`config.mk`:
```
export PLATFORM = sky130hd
export DESIGN_NAME = midi_byte_message_parser
export DESIGN_NICKNAME = d
export VERILOG_FILES = /design/src/rtl/core/mbmp_pkg.sv /design/src/rtl/core/mbmp_decode.sv /design/src/rtl/core/midi_byte_message_parser.sv
export VERILOG_INCLUDE_DIRS = /design/src /design/src/rtl/core
export SDC_FILE = /design/constraint.sdc
export NUM_CORES = 1
export LEC_CHECK = 0
export ABC_AREA = 1
export BUFFER_PORTS_ARGS = -buffer_cell sky130_fd_sc_hd__buf_2
export CORE_ASPECT_RATIO = 0.5
export CORE_MARGIN = 5
export CORE_UTILIZATION = 45
export CTS_CLUSTER_DIAMETER = 80
export DETAILED_ROUTE_END_ITERATION = 8
export PLACE_DENSITY = 0.65
export SKIP_CTS_REPAIR_TIMING = 1
export SLEW_MARGIN = 10
export SYNTH_ARGS = -nofsm -noshare
export SYNTH_HDL_FRONTEND = slang
export SYNTH_HIERARCHICAL = 1
export SYNTH_SLANG_ARGS = --single-unit
```
`constraint.sdc`:
```
create_clock -name aclk -period 3.43 [get_ports aclk]
set_input_delay 0.5145 -clock aclk [delete_from_list [all_inputs] [get_ports aclk]]
set_output_delay 0.5145 -clock aclk [all_outputs]
set_load 0.005 [all_outputs]
```
`src/rtl/core/midi_byte_message_parser_defines.svh`:
```
// assertion macros for the parser top level
`ifndef MIDI_BYTE_MESSAGE_PARSER_DEFINES_SVH
`define MIDI_BYTE_MESSAGE_PARSER_DEFINES_SVH

`ifndef SYNTHESIS
// same-cycle implication, disabled while reset is low
`define MBMP_ASSERT_NOW(lbl, clk, rstn, ante, cons, msg) \
    lbl: assert property (@(posedge clk) disable iff (!rstn) (ante) |-> (cons)) \
        else $error(msg);
// next-cycle implication, disabled while reset is low
`define MBMP_ASSERT_NEXT(lbl, clk, rstn, ante, cons, msg) \
    lbl: assert property (@(posedge clk) disable iff (!rstn) (ante) |=> (cons)) \
        else $error(msg);
`else
`define MBMP_ASSERT_NOW(lbl, clk, rstn, ante, cons, msg)
`define MBMP_ASSERT_NEXT(lbl, clk, rstn, ante, cons, msg)
`endif

`endif

```
`src/rtl/core/mbmp_pkg.sv`:
```
// types, status codes and event codes of the midi byte message parser
package mbmp_pkg;

    localparam int BYTE_W    = 8;
    localparam int KIND_W    = 3;
    localparam int CHAN_W    = 4;
    localparam int DATA_W    = 7;
    localparam int BPM_W     = 9;

    // status bytes
    localparam logic [BYTE_W-1:0] ST_NOTE_ON     = 8'h90;
    localparam logic [BYTE_W-1:0] ST_CONTROLLER  = 8'hB0;
    localparam logic [BYTE_W-1:0] ST_PROG_CHANGE = 8'hC0;
    localparam logic [BYTE_W-1:0] ST_CHAN_PRESS  = 8'hD0;
    localparam logic [BYTE_W-1:0] ST_SYSEX       = 8'hF0;
    localparam logic [BYTE_W-1:0] ST_QFRAME      = 8'hF1;
    localparam logic [BYTE_W-1:0] ST_SONG_SELECT = 8'hF3;
    localparam logic [BYTE_W-1:0] RT_START       = 8'hFA;
    localparam logic [BYTE_W-1:0] RT_STOP        = 8'hFC;

    // controller number that carries the tempo
    localparam logic [DATA_W-1:0] CC_TEMPO       = 7'd2;
    localparam logic [BPM_W-1:0]  TEMPO_BASE     = 9'd120;

    // event kinds
    localparam logic [KIND_W-1:0] EV_START   = 3'd0;
    localparam logic [KIND_W-1:0] EV_STOP    = 3'd1;
    localparam logic [KIND_W-1:0] EV_NOTE    = 3'd2;
    localparam logic [KIND_W-1:0] EV_PATTERN = 3'd3;
    localparam logic [KIND_W-1:0] EV_TEMPO   = 3'd4;

    typedef struct packed {
        logic [BYTE_W-1:0] running_status;
        logic [CHAN_W-1:0] voice_channel;
        logic              second_pending;
        logic [DATA_W-1:0] held_first_byte;
        logic              play_flag;
    } mbmp_state_t;

    typedef struct packed {
        logic [KIND_W-1:0] event_kind;
        logic [CHAN_W-1:0] msg_channel;
        logic [DATA_W-1:0] data_first;
        logic [DATA_W-1:0] data_second;
        logic [BPM_W-1:0]  tempo_bpm;
        logic              playing;
    } mbmp_event_t;

endpackage

```
`src/rtl/core/mbmp_decode.sv`:
```
// per-byte decode: next parser state and the optional event for one byte
module mbmp_decode import mbmp_pkg::*; (
    input  logic [BYTE_W-1:0] rx_byte,
    input  mbmp_state_t       state,
    output mbmp_state_t       state_next,
    output mbmp_event_t       event_out,
    output logic              event_valid
);

    logic [BPM_W-1:0] bpm;

    // 120 + 3*value as a shift and add
    assign bpm = TEMPO_BASE + {2'b00, rx_byte[DATA_W-1:0]}
               + {1'b0, rx_byte[DATA_W-1:0], 1'b0};

    always_comb begin
        state_next  = state;
        event_out   = '0;
        event_valid = 1'b0;

        if (rx_byte[7]) begin
            if (rx_byte[7:3] == 5'b11111) begin
                // real time: never touches running status or pending data
                if (rx_byte == RT_START && !state.play_flag) begin
                    state_next.play_flag = 1'b1;
                    event_valid          = 1'b1;
                    event_out.event_kind = EV_START;
                end else if (rx_byte == RT_STOP && state.play_flag) begin
                    state_next.play_flag = 1'b0;
                    event_valid          = 1'b1;
                    event_out.event_kind = EV_STOP;
                end
            end else begin
                if (rx_byte[7:4] == 4'hF) begin
                    state_next.running_status = rx_byte;
                end else begin
                    state_next.voice_channel  = rx_byte[3:0];
                    state_next.running_status = {rx_byte[7:4], 4'h0};
                end
                state_next.second_pending = 1'b0;
            end
        end else if (!state.second_pending) begin
            unique case (state.running_status) inside
                ST_PROG_CHANGE: begin
                    event_valid          = 1'b1;
                    event_out.event_kind = EV_PATTERN;
                    event_out.data_first = {4'b0000, rx_byte[2:0]};
                end
                ST_CHAN_PRESS, ST_SYSEX, ST_QFRAME, ST_SONG_SELECT: begin
                    // single data byte, swallowed
                end
                default: begin
                    state_next.second_pending  = 1'b1;
                    state_next.held_first_byte = rx_byte[DATA_W-1:0];
                end
            endcase
        end else begin
            state_next.second_pending = 1'b0;
            if (state.running_status == ST_NOTE_ON && state.held_first_byte != '0) begin
                state_next.play_flag  = 1'b1;
                event_valid           = 1'b1;
                event_out.event_kind  = EV_NOTE;
                event_out.data_first  = state.held_first_byte;
                event_out.data_second = rx_byte[DATA_W-1:0];
            end else if ((state.running_status == ST_NOTE_ON
                          || state.running_status == ST_CONTROLLER)
                         && state.held_first_byte == CC_TEMPO) begin
                event_valid           = 1'b1;
                event_out.event_kind  = EV_TEMPO;
                event_out.data_second = rx_byte[DATA_W-1:0];
                event_out.tempo_bpm   = bpm;
            end
        end

        event_out.msg_channel = state_next.voice_channel;
        event_out.playing     = state_next.play_flag;
    end

endmodule

```
`src/rtl/core/midi_byte_message_parser.sv`:
```
// midi byte message parser: top level with state and result registers
//
// s_valid/s_ready/s_rx_byte carry one received midi byte per transfer.
// m_valid/m_ready and the m_ payload ports carry one event per transfer:
// start, stop, note on, pattern select or tempo, with the current channel
// and the play flag after the byte.
// A byte is decoded in the cycle it is accepted; the parser state updates
// at that edge and an event, when the byte causes one, is valid on the
// m_ ports from the next cycle.
// Throughput is one byte per cycle while the receiver keeps up, set by the
// single output register: s_ready is high whenever that register is empty or being emptied.
// Bytes that cause no event never occupy the output register.
// When the receiver stalls with an event pending, s_ready drops until
// the event is taken; nothing is dropped.
// Synchronous active-low reset clears running status, channel, pending
// data byte, held byte and play flag, and empties the output register.
`include "midi_byte_message_parser_defines.svh"

module midi_byte_message_parser import mbmp_pkg::*; (
    input  logic              aclk,
    input  logic              aresetn,
    input  logic              s_valid,
    output logic              s_ready,
    input  logic [BYTE_W-1:0] s_rx_byte,
    output logic              m_valid,
    input  logic              m_ready,
    output logic [KIND_W-1:0] m_event_kind,
    output logic [CHAN_W-1:0] m_msg_channel,
    output logic [DATA_W-1:0] m_data_first,
    output logic [DATA_W-1:0] m_data_second,
    output logic [BPM_W-1:0]  m_tempo_bpm,
    output logic              m_playing
);

    mbmp_state_t state_reg;
    mbmp_state_t state_next;
    mbmp_event_t event_reg;
    mbmp_event_t event_next;
    logic        event_hit;
    logic        out_valid_reg;
    logic        in_xfer;

    mbmp_decode u_decode (
        .rx_byte     (s_rx_byte),
        .state       (state_reg),
        .state_next  (state_next),
        .event_out   (event_next),
        .event_valid (event_hit)
    );

    assign s_ready = !out_valid_reg || m_ready;
    assign in_xfer = s_valid && s_ready;

    always_ff @(posedge aclk) begin
        if (!aresetn) begin
            state_reg     <= '0;
            out_valid_reg <= 1'b0;
        end else begin
            if (in_xfer) begin
                state_reg <= state_next;
            end
            if (in_xfer && event_hit) begin
                out_valid_reg <= 1'b1;
            end else if (m_ready) begin
                out_valid_reg <= 1'b0;
            end
        end
    end

    always_ff @(posedge aclk) begin
        if (in_xfer && event_hit) begin
            event_reg <= event_next;
        end
    end

    assign m_valid       = out_valid_reg;
    assign m_event_kind  = event_reg.event_kind;
    assign m_msg_channel = event_reg.msg_channel;
    assign m_data_first  = event_reg.data_first;
    assign m_data_second = event_reg.data_second;
    assign m_tempo_bpm   = event_reg.tempo_bpm;
    assign m_playing     = event_reg.playing;

    `MBMP_ASSERT_NOW(a_stall_blocks_input, aclk, aresetn,
        m_valid && !m_ready, !s_ready, "input taken while result stalled")
    `MBMP_ASSERT_NEXT(a_start_emits, aclk, aresetn,
        in_xfer && s_rx_byte == RT_START && !state_reg.play_flag,
        m_valid && m_event_kind == EV_START && m_playing, "start lost")
    `MBMP_ASSERT_NOW(a_tempo_value, aclk, aresetn,
        m_valid && m_event_kind == EV_TEMPO,
        m_tempo_bpm == TEMPO_BASE + 9'(m_data_second) * 9'd3, "tempo mismatch")
    `MBMP_ASSERT_NOW(a_note_plays, aclk, aresetn,
        m_valid && m_event_kind == EV_NOTE, m_playing && m_data_first != '0,
        "note on without play")
    `MBMP_ASSERT_NEXT(a_status_clears_pending, aclk, aresetn,
        in_xfer && s_rx_byte[7] && s_rx_byte[7:3] != 5'b11111,
        !state_reg.second_pending, "status byte left data pending")

endmodule

```
==> results.yml <==
synthesis:
  ys_async_sr_fraction_pct: 0
  synthTopCellsByCount: "nand2_1, inv_1, nor2_1"
  synth.top_cells.by_area: "edfxtp_1, dfxtp_1, nand2_1, ha_1, inv_1"
  synth_edf_count: 31
  syn-num-nets: 416
  synth_area_leader_cell: "edfxtp_1"
  synth_top_family_by_area: "simple AND/OR/NAND/NOR gates"
  yosys.area_share.simple_pct: 27.5
  synth.area.mux_share_pct: 0
  syn-cell-area_mm2: 0.00317
  yosys.area_share.xor_xnor_pct: 0.830
  yosysUniqueCellTypes: 32
  netlist_instances: 384
  synth_top_area_share_pct: 29.4
  ys.warnings.count: 6
  synthAdderAreaFrac_pct: 8.14
  yosysSeqAreaShare_pct: 43.3
  synth_compound_area_share_pct: 7.70
  ys_ff_latch: 53
  syn_area_per_cell_um2: 8.25
  synth_most_common_cell: "nand2_1"
  synth-main-ff-cell: "edfxtp_1"
global_route:
  antenna_found_initial: 0
  grt_max_degree: 46
  grt_pass1_vias: 2389
  gr-usage-all-layers_pct: 16.9
  overflow: 0
  grt_pass1_wl_um: 12100
worst_setup_path:
  crit_required_ns: 3.39
  setup.worst_path.class: "reg2reg"
  cp-startpoint: "state_reg[16]"
  startpoint_type: "register"
  critPathMaxFanout: 31
  cp-end-kind: "register"
  reg2reg_from: "state_reg[16]"
  crit_arrival_ns: 2.16
detailed_routing:
  drc_errors: 0
  first_pass_iters: 4
  vias: 2583
  wl_per_cell_um: 14.1
  postRouteAntennaNets: 0
  routed_wl_um: 7240
  drt_iter0_markers: 260
  via_per_inst: 5.03
layout:
  fillers: 650
  fin_util_pct: 52.1
  drive_gt1_share_pct: 20.1
  fin_cells: 514
  area_growth_pct: 11.0
  diodes: 0
  nets: 453
  largest_register_ffs: 21
  multi_input_area_mm2: 0.00140
  seq_area_mm2: 0.00137
timing:
  rsz0062_at_grt: "no"
  max_freq_mhz: 454
  slew_headroom_pct: 62.2
  min_period_ns: 2.20
  finalSetupViolCount: 0
  skew_ns: 0.00824
  tns_ns: 0
  worstMarginPinSlew_ns: 0.566
  hold_viol_final: 0
  finalCritPeriodShare_pct: 64.2
  setup_ws_ns: 1.23
  slew_viol_final: 0
run:
  cap_viol_max_count: 0
floorplan:
  fp.dieH_um: 69.3
  rows: 21
  core_mm2: 0.00675
  die_area_mm2: 0.00892
  num_io_pins: 45
  die_w_um: 129
  start_util_pct: 46.9
clock_tree:
  cts_tree: "yes"
  worstSkewPairLatency_ns: 0.30
  h-tree-depth: 2
  root_buffer: "clkbuf_16"
  cts_buffers: 5
  cts_sinks: 53
  clockBufferDepth: 2
  path_clk_slew_ns: 0.07
place:
  portBuffers: 44
  place_ws_ns: 1.05
  placed_cells: 506
  place.gp.congestion: 0.856
  hpwl_um: 5280
worst_hold_path:
  hold_path.class: "reg2reg"
  hp-start: "state_reg[10]"
run_status:
  status: "finished, final reports clean"
power_and_ir_drop:
  ir_drop_v: 0.000190
  power_density_mw_per_mm2: 412
  p_leak_uw: 0.00155
  total_power_uw: 1450
[worst paths after layout]
check | to | slack (ns) | depth (start not counted)
setup / recovery | m_data_second[5] | 1.23 | 10
hold / removal | state_reg[10] | 0.49 | 2
setup reg to reg | m_data_second[5] | 1.23 | 10
hold reg to reg | state_reg[10] | 0.49 | 2
[where the power goes]
part / total, µW / switching, µW / leakage (µW) / internal (µW)
Clock: 529 / 252 / 0.0000680 / 276
Combinational: 214 / 135 / 0.00108 / 79.1
Sequential: 706 / 19.3 / 0.000407 / 687
[stage by stage]
step                area, µm²  hold slack, ns
finish                   3520           0.486
global route             3520           0.542
CTS                      3520           0.490
detailed placement       3360           0.471
global placement         3360           0.467
floorplan                3170           0.452
[area by class of cell]
cell class | count | area share, %
timing repair buffer | 46 | 6.69
tap | 92 | 3.27
clock buffer | 5 | 3.56
inverter | 64 | 6.90
multi-input combinational | 251 | 39.8
sequential | 53 | 39.0
clock inverter | 3 | 0.747
[per-layer routing]
metal	vias to the layer above	GRT usage [%]	share of wire (%)	wire (µm)
met5	-	0	0	0
met4	0	4.77	1.2	84
met3	7	3.46	8.2	592
met2	89	25.6	43	3130
met1	1176	24.3	47	3430
li1	1311	-	-	-
[kinds of logic after synthesis]
group                      count (synthesis)
AOI/OAI and AO/OA                         44
xor gates and xnor gates                   3
adders and majority gates                 20
buffers and inverters                     80
DFF                                       53
and+or+nand+nor                          184
[cells in the final DEF, fill, tap and decap left out, types with 2 or more instances in the layout]
| cell type | synthesis | layout |
|---|---|---|
| dfxtp_1 | 22 | 22 |
| o21ai_0 | 10 | 10 |
| nand2_2 | 4 | 4 |
| nand4_1 | 9 | 9 |
| nand3_1 | 30 | 30 |
| nand2_4 | 2 | 2 |
| nor2_1 | 44 | 43 |
| nor2_4 | 3 | 3 |
| clkinvlp_4 | 0 | 2 |
| inv_2 | 4 | 4 |
| o22ai_1 | 3 | 3 |
| a21oi_1 | 26 | 26 |
| buf_2 | 0 | 44 |
| nor2_2 | 12 | 13 |
| ha_1 | 19 | 19 |
| edfxtp_1 | 31 | 31 |
| inv_1 | 59 | 59 |
| nor3_1 | 3 | 3 |
| a32o_1 | 3 | 3 |
| buf_4 | 8 | 2 |
| xnor2_1 | 3 | 3 |
| nand2_1 | 71 | 71 |
| clkbuf_16 | 0 | 5 |
[worst max-delay path: stages (launching register included)]
cell     delay (ns)
dfxtp_1        0.35
nor2_2         0.20
nand2_1        0.15
nor2_2         0.14
nand3_1        0.23
nand2_1        0.16
nor2_1         0.05
nand2_1        0.07
inv_1          0.05
nor2_2         0.09
buf_4          0.36
Power figures use the tool's default switching activity.
